--- config.mk ---
export PLATFORM = sky130hd
export DESIGN_NAME = mandelbrot_escape_counter_top
export DESIGN_NICKNAME = d
export VERILOG_FILES = /design/src/hw/rtl/mec_pkg.sv /design/src/hw/rtl/mandelbrot_escape_counter_top.sv
export VERILOG_INCLUDE_DIRS = /design/src /design/src/hw/rtl
export SDC_FILE = /design/constraint.sdc
export NUM_CORES = 2
export LEC_CHECK = 0
export BUFFER_PORTS_ARGS = -buffer_cell sky130_fd_sc_hd__buf_2
export CORE_ASPECT_RATIO = 1.1
export CORE_MARGIN = 2
export CORE_UTILIZATION = 55
export DETAILED_ROUTE_END_ITERATION = 8
export PLACE_DENSITY = 0.73
export RECOVER_POWER = 100
export SLEW_MARGIN = 20
export SYNTH_ARGS = -nofsm -noshare
export SYNTH_HDL_FRONTEND = slang
export SYNTH_SLANG_ARGS = --single-unit
export TNS_END_PERCENT = 5
--- constraint.sdc ---
create_clock -name i_clk -period 17.4 [get_ports i_clk]
set_clock_uncertainty 0.1 [all_clocks]
set_input_delay 3.48 -clock i_clk [delete_from_list [all_inputs] [get_ports i_clk]]
set_output_delay 3.48 -clock i_clk [all_outputs]
set_load 0.02 [all_outputs]
--- src/hw/rtl/assert_macros.svh ---
// ---------------------------------------------------------------------------
// Assertion macros included by the escape counter top file.
// Each macro places one labeled concurrent assertion on the rising clock edge,
// disabled while the active-low reset is asserted.
// ---------------------------------------------------------------------------
`ifndef ASSERT_MACROS_SVH
`define ASSERT_MACROS_SVH

// Assert that a property holds at every clock edge outside reset.
`define ASSERT_CLK(lbl, clk, rst_n, prop, msg) \
    lbl: assert property (@(posedge clk) disable iff (!(rst_n)) (prop)) else $error(msg);

// Assert that a condition is followed in the next cycle by a consequence.
`define ASSERT_NEXT(lbl, clk, rst_n, ante, cons, msg) \
    lbl: assert property (@(posedge clk) disable iff (!(rst_n)) (ante) |=> (cons)) \
        else $error(msg);

`endif

--- src/hw/rtl/mec_pkg.sv ---
// ---------------------------------------------------------------------------
// Mandelbrot escape counter package
// Fixed-point formats, datapath widths and shared types.
// ---------------------------------------------------------------------------
`timescale 1ns / 1ps
`default_nettype none

package mec_pkg;

    // Fraction bits of the Q4.28 point format.
    localparam int FRAC_BITS = 28;

    // Width of one point component and of the iteration counter.
    localparam int Z_W    = 32;
    localparam int ITER_W = 16;

    // Full product, floored square, cross term and new-component widths.
    localparam int P_W  = 2 * Z_W;
    localparam int SQ_W = P_W - FRAC_BITS;
    localparam int CR_W = P_W - FRAC_BITS + 1;
    localparam int N_W  = P_W - FRAC_BITS + 2;

    // Width of the count field in a result.
    localparam int OUT_CNT_W = 24;

    typedef logic signed [Z_W-1:0]  t_z;
    typedef logic signed [P_W-1:0]  t_prod;
    typedef logic signed [SQ_W-1:0] t_sq;
    typedef logic signed [N_W-1:0]  t_next;
    typedef logic [ITER_W-1:0]      t_iter;

    // Escape bounds: 2.0 for one component and 4.0 for the magnitude squared.
    localparam t_next TWO_FX  = t_next'(2) <<< FRAC_BITS;
    localparam t_next FOUR_FX = t_next'(4) <<< FRAC_BITS;

endpackage

`default_nettype wire

--- src/hw/rtl/mandelbrot_escape_counter_top.sv ---
// ---------------------------------------------------------------------------
// Mandelbrot escape counter
// Escape-time iteration of one Q4.28 point per transfer with a running,
// saturating count of escaped points.
// ---------------------------------------------------------------------------
// Each input transfer carries one point c. The block starts from z = c and
// repeats z = z*z + c until |z|^2 exceeds 4.0, a component of the new z
// exceeds 2.0 or the configured iteration limit is reached, then emits one
// result with the escape flag, the step number and the escaped-point count.
// All products go through one shared 32x32 signed multiplier, so each step
// runs through the states SQR, SQI, CRS and UPD (three products and one
// update). The input side is ready only while no point is in work; a
// finished result sits in the output register, so the next point may be
// accepted while it waits. A limit of zero returns a non-escaped result with
// zero steps.
`timescale 1ns / 1ps
`default_nettype none
`include "assert_macros.svh"

module mandelbrot_escape_counter_top #(
    parameter int COUNT_BITS = 24
) (
    input  wire logic        i_clk,
    input  wire logic        i_rst_n,

    // Configuration write channel: iteration limit.
    input  wire logic        i_cfg_valid,
    output logic             o_cfg_ready,
    input  wire logic [15:0] i_cfg_data,

    // Input points.
    input  wire logic        i_s_axis_tvalid,
    output logic             o_s_axis_tready,
    input  wire logic [63:0] i_s_axis_tdata,  // [31:0] c_real, [63:32] c_imag
    input  wire logic        i_s_axis_tuser,  // [0] clear_count

    // Results.
    output logic             o_m_axis_tvalid,
    input  wire logic        i_m_axis_tready,
    output logic [39:0]      o_m_axis_tdata,  // [15:0] iterations_used,
                                              // [39:16] outside_count
    output logic             o_m_axis_tuser   // [0] escaped
);

    // Sequencer states.
    localparam logic [2:0] ST_IDLE = 3'd0;
    localparam logic [2:0] ST_SQR  = 3'd1;
    localparam logic [2:0] ST_SQI  = 3'd2;
    localparam logic [2:0] ST_CRS  = 3'd3;
    localparam logic [2:0] ST_UPD  = 3'd4;
    localparam logic [2:0] ST_FIN  = 3'd5;

    // The count field shows the low bits of a count of any width.
    localparam int CNT_EXT_W = (COUNT_BITS > mec_pkg::OUT_CNT_W) ?
                               COUNT_BITS : mec_pkg::OUT_CNT_W;

    logic [2:0]              r_state, n_state;
    mec_pkg::t_z             r_zr, n_zr, r_zi, n_zi;
    mec_pkg::t_z             r_cr, n_cr, r_ci, n_ci;
    mec_pkg::t_iter          r_it, n_it;
    mec_pkg::t_iter          r_max_iter, n_max_iter;
    mec_pkg::t_iter          r_used, n_used;
    logic                    r_esc, n_esc;
    logic                    r_clear, n_clear;
    mec_pkg::t_prod          r_prod, n_prod;
    mec_pkg::t_sq            r_sq_r, n_sq_r, r_sq_i, n_sq_i;
    logic [COUNT_BITS-1:0]   r_total, n_total;
    logic                    r_out_valid, n_out_valid;
    logic                    r_out_esc, n_out_esc;
    mec_pkg::t_iter          r_out_used, n_out_used;
    logic [mec_pkg::OUT_CNT_W-1:0] r_out_cnt, n_out_cnt;

    mec_pkg::t_z             w_mul_a, w_mul_b;
    logic signed [mec_pkg::CR_W-1:0] w_cross;
    mec_pkg::t_next          w_nr, w_ni;
    logic signed [mec_pkg::SQ_W:0]   w_mag;
    logic                    w_mag_esc, w_out_bound;
    logic [COUNT_BITS-1:0]   w_base, w_total;
    logic [CNT_EXT_W-1:0]    w_total_ext;
    logic                    w_in_xfer, w_out_free;

    assign o_cfg_ready     = 1'b1;
    assign o_s_axis_tready = (r_state == ST_IDLE);
    assign o_m_axis_tvalid = r_out_valid;
    assign o_m_axis_tuser  = r_out_esc;
    assign o_m_axis_tdata  = {r_out_cnt, r_out_used};

    assign w_in_xfer  = i_s_axis_tvalid && o_s_axis_tready;
    assign w_out_free = !r_out_valid || i_m_axis_tready;

    // Operand selection for the shared multiplier.
    always_comb begin
        case (r_state)
            ST_SQI: begin
                w_mul_a = r_zi;
                w_mul_b = r_zi;
            end
            ST_CRS: begin
                w_mul_a = r_zr;
                w_mul_b = r_zi;
            end
            default: begin
                w_mul_a = r_zr;
                w_mul_b = r_zr;
            end
        endcase
    end

    // Step update: floored products combine into the next z, and the squares
    // of the current z give its magnitude test.
    assign w_cross = $signed(r_prod[mec_pkg::P_W-1:mec_pkg::FRAC_BITS-1]);
    assign w_nr    = mec_pkg::N_W'(r_sq_r) - mec_pkg::N_W'(r_sq_i) + mec_pkg::N_W'(r_cr);
    assign w_ni    = mec_pkg::N_W'(w_cross) + mec_pkg::N_W'(r_ci);
    assign w_mag   = (mec_pkg::SQ_W + 1)'(r_sq_r) + (mec_pkg::SQ_W + 1)'(r_sq_i);
    assign w_mag_esc   = (mec_pkg::N_W'(w_mag) > mec_pkg::FOUR_FX);
    assign w_out_bound = (w_nr > mec_pkg::TWO_FX) || (w_nr < -mec_pkg::TWO_FX) ||
                         (w_ni > mec_pkg::TWO_FX) || (w_ni < -mec_pkg::TWO_FX);

    // Saturating escaped-point count after the finished point.
    assign w_base      = r_clear ? '0 : r_total;
    assign w_total     = (r_esc && (w_base != '1)) ? w_base + COUNT_BITS'(1) : w_base;
    assign w_total_ext = CNT_EXT_W'(w_total);

    // Sequencer and datapath next values.
    always_comb begin
        n_state     = r_state;
        n_zr        = r_zr;
        n_zi        = r_zi;
        n_cr        = r_cr;
        n_ci        = r_ci;
        n_it        = r_it;
        n_used      = r_used;
        n_esc       = r_esc;
        n_clear     = r_clear;
        n_prod      = w_mul_a * w_mul_b;
        n_sq_r      = r_sq_r;
        n_sq_i      = r_sq_i;
        n_total     = r_total;
        n_out_valid = r_out_valid;
        n_out_esc   = r_out_esc;
        n_out_used  = r_out_used;
        n_out_cnt   = r_out_cnt;
        n_max_iter  = r_max_iter;

        if (i_cfg_valid) begin
            n_max_iter = i_cfg_data;
        end
        if (r_out_valid && i_m_axis_tready) begin
            n_out_valid = 1'b0;
        end

        case (r_state)
            ST_IDLE: begin
                if (w_in_xfer) begin
                    n_cr    = $signed(i_s_axis_tdata[31:0]);
                    n_ci    = $signed(i_s_axis_tdata[63:32]);
                    n_zr    = $signed(i_s_axis_tdata[31:0]);
                    n_zi    = $signed(i_s_axis_tdata[63:32]);
                    n_clear = i_s_axis_tuser;
                    n_it    = '0;
                    n_esc   = 1'b0;
                    n_used  = '0;
                    n_state = (r_max_iter == '0) ? ST_FIN : ST_SQR;
                end
            end
            ST_SQR: begin
                n_state = ST_SQI;
            end
            ST_SQI: begin
                n_sq_r  = $signed(r_prod[mec_pkg::P_W-1:mec_pkg::FRAC_BITS]);
                n_state = ST_CRS;
            end
            ST_CRS: begin
                n_sq_i  = $signed(r_prod[mec_pkg::P_W-1:mec_pkg::FRAC_BITS]);
                n_state = ST_UPD;
            end
            ST_UPD: begin
                if ((r_it != '0) && w_mag_esc) begin
                    // The current z fails the magnitude test.
                    n_esc   = 1'b1;
                    n_used  = r_it;
                    n_state = ST_FIN;
                end else if (r_it == r_max_iter) begin
                    n_used  = r_max_iter;
                    n_state = ST_FIN;
                end else if (w_out_bound) begin
                    // One component of the new z is already beyond 2.0.
                    n_esc   = 1'b1;
                    n_used  = r_it + mec_pkg::ITER_W'(1);
                    n_state = ST_FIN;
                end else begin
                    n_zr    = mec_pkg::Z_W'(w_nr);
                    n_zi    = mec_pkg::Z_W'(w_ni);
                    n_it    = r_it + mec_pkg::ITER_W'(1);
                    n_state = ST_SQR;
                end
            end
            ST_FIN: begin
                if (w_out_free) begin
                    n_total     = w_total;
                    n_out_valid = 1'b1;
                    n_out_esc   = r_esc;
                    n_out_used  = r_used;
                    n_out_cnt   = w_total_ext[mec_pkg::OUT_CNT_W-1:0];
                    n_state     = ST_IDLE;
                end
            end
            default: begin
                n_state = ST_IDLE;
            end
        endcase
    end

    // Control registers.
    always_ff @(posedge i_clk) begin
        if (!i_rst_n) begin
            r_state     <= ST_IDLE;
            r_total     <= '0;
            r_out_valid <= 1'b0;
            r_max_iter  <= mec_pkg::ITER_W'(2000);
        end else begin
            r_state     <= n_state;
            r_total     <= n_total;
            r_out_valid <= n_out_valid;
            r_max_iter  <= n_max_iter;
        end
    end

    // Payload registers.
    always_ff @(posedge i_clk) begin
        r_zr       <= n_zr;
        r_zi       <= n_zi;
        r_cr       <= n_cr;
        r_ci       <= n_ci;
        r_it       <= n_it;
        r_used     <= n_used;
        r_esc      <= n_esc;
        r_clear    <= n_clear;
        r_prod     <= n_prod;
        r_sq_r     <= n_sq_r;
        r_sq_i     <= n_sq_i;
        r_out_esc  <= n_out_esc;
        r_out_used <= n_out_used;
        r_out_cnt  <= n_out_cnt;
    end

    // An escaped point always reports a step number of one or more.
    `ASSERT_CLK(a_esc_step, i_clk, i_rst_n, (r_out_valid && r_out_esc) |-> (r_out_used != '0), "escaped result with zero steps")
    // A stored z after the first step lies within the component bound.
    `ASSERT_CLK(a_z_bound, i_clk, i_rst_n, ((r_state == ST_SQR) && (r_it != '0)) |-> ((mec_pkg::N_W'(r_zr) <= mec_pkg::TWO_FX) && (mec_pkg::N_W'(r_zr) >= -mec_pkg::TWO_FX) && (mec_pkg::N_W'(r_zi) <= mec_pkg::TWO_FX) && (mec_pkg::N_W'(r_zi) >= -mec_pkg::TWO_FX)), "stored z beyond bound")
    // The count moves only when a finished point is handed to the output.
    `ASSERT_NEXT(a_total_hold, i_clk, i_rst_n, (r_state != ST_FIN), $stable(r_total), "count changed outside finish")
    // An accepted point always starts work.
    `ASSERT_NEXT(a_start, i_clk, i_rst_n, w_in_xfer, (r_state == ST_SQR) || (r_state == ST_FIN), "accepted point did not start")

endmodule

`default_nettype wire
---- Word-level counts from Yosys, hierarchy flattened ----
Index checks and enable logic that the tools add are counted.
word-level totals
  input bits .............................. 86
  logic and storage cells ................. 103
  register bits ........................... 383
operators by class
  multipliers ............................. 1
  $lt $le $gt $ge ......................... 5
  add/sub/neg operators ................... 6
  reduce and logical (&&, ||, !) cells .... 20
  muxes and demuxes ....................... 38
  eq/ne operators ......................... 15
operator list
  operator                                                         count
  two-way mux 32 bit                                               10
  one-hot mux 32 bit (2 select lines)                              2
  two-way mux 16 bit                                               7
  adder 37 x 32 -> 38 bit                                          2
  greater-than comparator 38 x 31 -> 1 bit, second input constant  2
  less-than comparator 38 x 30 -> 1 bit, second input constant     2
  multiplier 32 x 32 -> 64 bit                                     1
  one-hot mux 16 bit (2 select lines)                              2
  two-way mux 24 bit                                               2
  adder 36 x 36 -> 37 bit                                          1
  greater-than comparator 37 x 32 -> 1 bit, second input constant  1
  subtractor 36 x 36 -> 37 bit                                     1
  adder 24 x 1 -> 24 bit, second input constant                    1
  != test 24 bit, second input constant                            1
  two-way mux 3 bit                                                6
  one-hot mux 3 bit (6 select lines)                               1
  adder 16 x 1 -> 16 bit, second input constant                    1
  == test 16 bit                                                   1
  logical NOT 16 bit                                               1
  nonzero test 16 bit                                              1
  != test 2 bit, second input constant                             4
  two-way mux 1 bit                                                7
  == test 3 x 2 -> 1 bit, second input constant                    2
  == test 3 bit, second input constant                             2
  other kinds (15)                                                 24

---- Longest topological paths before layout ----
  depth in word-level cells ............... 10
  gate-level depth with buffers ........... 35
  mapped depth without buffers ............ 31

---- Worst setup path before layout ----
No wires, ideal clock.
  path type ............................... reg2reg
  start ................................... register r_state[0]
  end ..................................... register r_prod[63]
  library setup time ...................... 0.121 ns
  setup slack ............................. 7.432 ns
  arrival ................................. 9.747 ns
  stages on the path, launching flop included .. 30
  required time ........................... 17.179 ns
  buffers on the path ..................... 4
  clock period less this slack ............ 9.968 ns
  cell sequence ........................... dfxtp_1 -> clkbuf_1 -> nor3b_2 -> clkbuf_1 -> buf_1 -> clkbuf_1 -> o22a_1 -> fa_1 -> fa_1 -> inv_1 -> fa_1 -> fa_1 -> inv_1 -> fa_1 -> fa_1 -> fa_1 -> inv_1 -> fa_1 -> inv_1 -> ha_1 -> a221oi_1 -> o21ai_0 -> or3_1 -> o32ai_1 -> a211oi_1 -> a211oi_1 -> o41ai_2 -> a2111oi_2 -> o21ai_0 -> xnor2_1
on the way
  cells in the longest elaborated chain, start to end .. 4
  elaborated cells between the ends (all ways) .. 6
  classes of those cells .................. mul (1); eq/ne (2); mux (2); reduce/logical (1)
RTL lines
  what                                 line                                  text
  from (decl)                          mandelbrot_escape_counter_top.sv:57   logic [2:0] r_state, n_state;
  from (signal assigned)               mandelbrot_escape_counter_top.sv:222  r_state <= n_state;
  == test 3 x 2 -> 1 bit               mandelbrot_escape_counter_top.sv:93   case (r_state)
  OR reduction 2 bit (no source line)  n/a
  two-way mux 32 bit                   mandelbrot_escape_counter_top.sv:93
  multiplier 32 x 32 -> 64 bit (*)     mandelbrot_escape_counter_top.sv:135  n_prod = w_mul_a * w_mul_b;
  net n_prod[63]                       mandelbrot_escape_counter_top.sv:65   mec_pkg::t_prod r_prod, n_prod;
  to (signal assigned)                 mandelbrot_escape_counter_top.sv:239  r_prod <= n_prod;
  to (decl)                            mandelbrot_escape_counter_top.sv:65
Mark *: on every way through the listed nets, which the timed path passes. The rest lies on a longest branch.
A chain may end at the register's enable or synchronous reset.

---- Worst setup path in the final report ----
  start ................................... register r_state[2]
  end ..................................... register r_prod[63]
The elaborated chain is that of the path after synthesis.

==> results.py <==
metrics = {
    "sta": {
        "rsz0062_at_grt": "no",
        "min_period_ns": 13.67,
        "timing.final.crit_share_pct": 78.5,
        "fmax_ghz": 0.0732,
        "hold_viol_final": 0,
        "setup_viol": 0,
        "slew_headroom_pct": -209,
        "finalSetupTns_ns": 0,
        "hold_slack_ns": 0.318,
        "slew_violations": 453,
        "worst_pin_slew_ns": 4.63,
    },
    "placement": {
        "gp_congestion": 0.987,
        "io_buffers": 128,
        "dp_hpwl_um": 134000,
        "dp_cells": 7117,
    },
    "clock_network": {
        "postCtsHoldBufs": 0,
        "cts-root-buf": "clkbuf_16",
        "cts_tree": "done",
        "cts_buffers": 36,
        "cts_buffer_depth": 3,
        "clk_latency_ns": 0.56,
        "htreeDepth": 2,
        "clkTransAtPathRegs_ns": 0.07,
        "cts_sinks": 356,
        "post_cts_resized": 0,
        "cts_setup_buffers": 0,
    },
    "die": {
        "start_util_pct": 55.6,
        "die_w_um": 308,
        "fp-row-count": 122,
        "io-pin-count": 130,
        "die-area_um2": 104000,
        "core_region_area_um2": 101000,
        "die_h_um": 339,
    },
    "synthesis": {
        "synthFlopType": "edfxtp_1",
        "synth-edff-count": 275,
        "synthCells": 5861,
        "ys_warn_count": 0,
        "syn_area_per_cell_um2": 9.56,
        "synth_most_common_cell": "inv_1",
        "syn_nets": 7360,
        "synth_seq_area_share_pct": 17.6,
        "synth-seq-cells": 356,
        "async_reset_ff_share_pct": 0,
        "ys_types": 95,
        "yosys-top-cells-count": "inv_1 (1,125), fa_1 (1,119), nand2_1 (701), nor2_1 (685), ha_1 (294)",
        "yosys.area.top_type": "fa_1",
        "synth.top_cell.area_share_pct": 40.0,
        "yosys-top-cells-area": "fa_1 (40%), edfxtp_1 (15%), inv_1 (7.5%)",
        "syn_area_um2": 56000,
    },
    "global_route": {
        "grt_max_degree": 112,
        "antenna_found_initial": 4,
        "grt_pass1_vias": 45050,
        "grt_usage_pct": 33.1,
        "grt_overflow": 0,
        "grt_pass1_wl_um": 261000,
    },
    "critical_path": {
        "crit_path_start_kind": "flip-flop",
        "crit_type": "reg -> reg",
        "critPathMaxFanout": 39,
        "cp_slowest_stage_delay_ns": 2.34,
        "path_common_cell": "fa_1",
        "cp_slowest_cell": "mux2i_1",
        "cp.required_ns": 17.74,
        "arrival_ns": 14.01,
        "critPathCaptureType": "flip-flop",
    },
    "routing": {
        "vias": 42728,
        "drc": 0,
        "routed_wl_um": 169000,
        "via_per_inst": 5.94,
        "wl_per_cell_um": 23.6,
        "ant_nets": 0,
        "drtIter0Drc": 4040,
        "drt-pass1-iter-count": 7,
    },
    "finish": {
        "syn2layout_area_growth_pct": 5.42,
        "nets": 7355,
        "drive_above_1_share_pct": 4.47,
        "fill_cells": 8733,
        "multiInputGateArea_um2": 41100,
        "fin_cells": 7188,
        "final_util_pct": 58.6,
        "seq_area_um2": 9880,
    },
    "run_status": {
        "status": "complete, but fails checks",
        "violations": "max-capacitance violations, max-slew violations",
    },
    "flow_run": {
        "drv_cap": 9,
    },
    "worst_hold_path": {
        "hp-class": "reg -> reg",
    },
}
final cells by class:
cell class	count	area share, %
multi-input combinational	4135	69.6
sequential	356	16.7
inverter	1127	7.16
tap	1302	2.76
timing repair buffer	200	1.82
clock buffer	40	1.55
clock inverter	26	0.401
antenna	2	0.00848
layer usage:
metal / part of all wire [%] / GRT usage (%) / routed length (µm) / vias up
li1: - / - / - / 18352
met1: 37 / 41.0 / 61900 / 21381
met2: 47 / 54.0 / 79000 / 2283
met3: 9.5 / 7.16 / 16100 / 706
met4: 7.3 / 18.6 / 12400 / 6
met5: 0.028 / 0 / 47 / -
layout by cell type, fill, tap and decap left out, drive strengths merged, types with 58 or more instances in the layout:
cell type,count
a21o,84
nand2,701
nor2,685
mux2i,86
ha,294
mux2,58
a21oi,176
xor2,65
clkbuf,154
inv,1129
xnor2,103
edfxtp,275
o21ai,165
dfxtp,81
fa,1119
buf,86
stage by stage:
step / setup slack (ns) / instance area [µm²]
finish: 3.73 / 59000
global route: 3.13 / 59000
CTS: 6.07 / 59200
detailed placement: 6.09 / 58000
global placement: 6.25 / 58000
floorplan: 7.43 / 56000
sequential cells by signal (all words and copies together) (netlist names), 24 cells and up:
name       cells
r_zi          32
r_zr          32
r_cr          32
r_sq_r        36
r_prod        37
r_ci          32
r_out_cnt     24
r_total       24
r_sq_i        36
kinds of logic after synthesis:
group	count (synthesis)	share of synthesized area [%]
buffers and inverters	1370	9.25
muxes	144	2.70
and+or+nand+nor	1739	13.3
adders and majority gates	1413	46.6
DFF	356	17.6
AOI/OAI and AO/OA	670	7.93
xor gates and xnor gates	168	2.63
other	1	0.00670
worst max-delay path: cells and delay by family, from the launching register on:
family | cells | cell delay, ns
buf+inv | 6 | 1.14
mux | 1 | 2.34
compound gates | 8 | 2.91
simple gates | 3 | 1.82
flops | 1 | 0.54
xor+xnor | 1 | 0.15
fa+ha+maj | 9 | 4.48
path summary, 6_finish.rpt:
kind	start	to	slack (ns)	cells after the start
setup / recovery	r_state[2]	r_prod[63]	3.73	28
hold reg to reg	r_used[9]	r_out_used[9]	0.32	0
hold / removal	r_used[9]	r_out_used[9]	0.32	0
setup reg to reg	r_state[2]	r_prod[63]	3.73	28
Power is not shown: default switching activity piles up to over one toggle a cycle in this logic, so the estimate is an artifact.
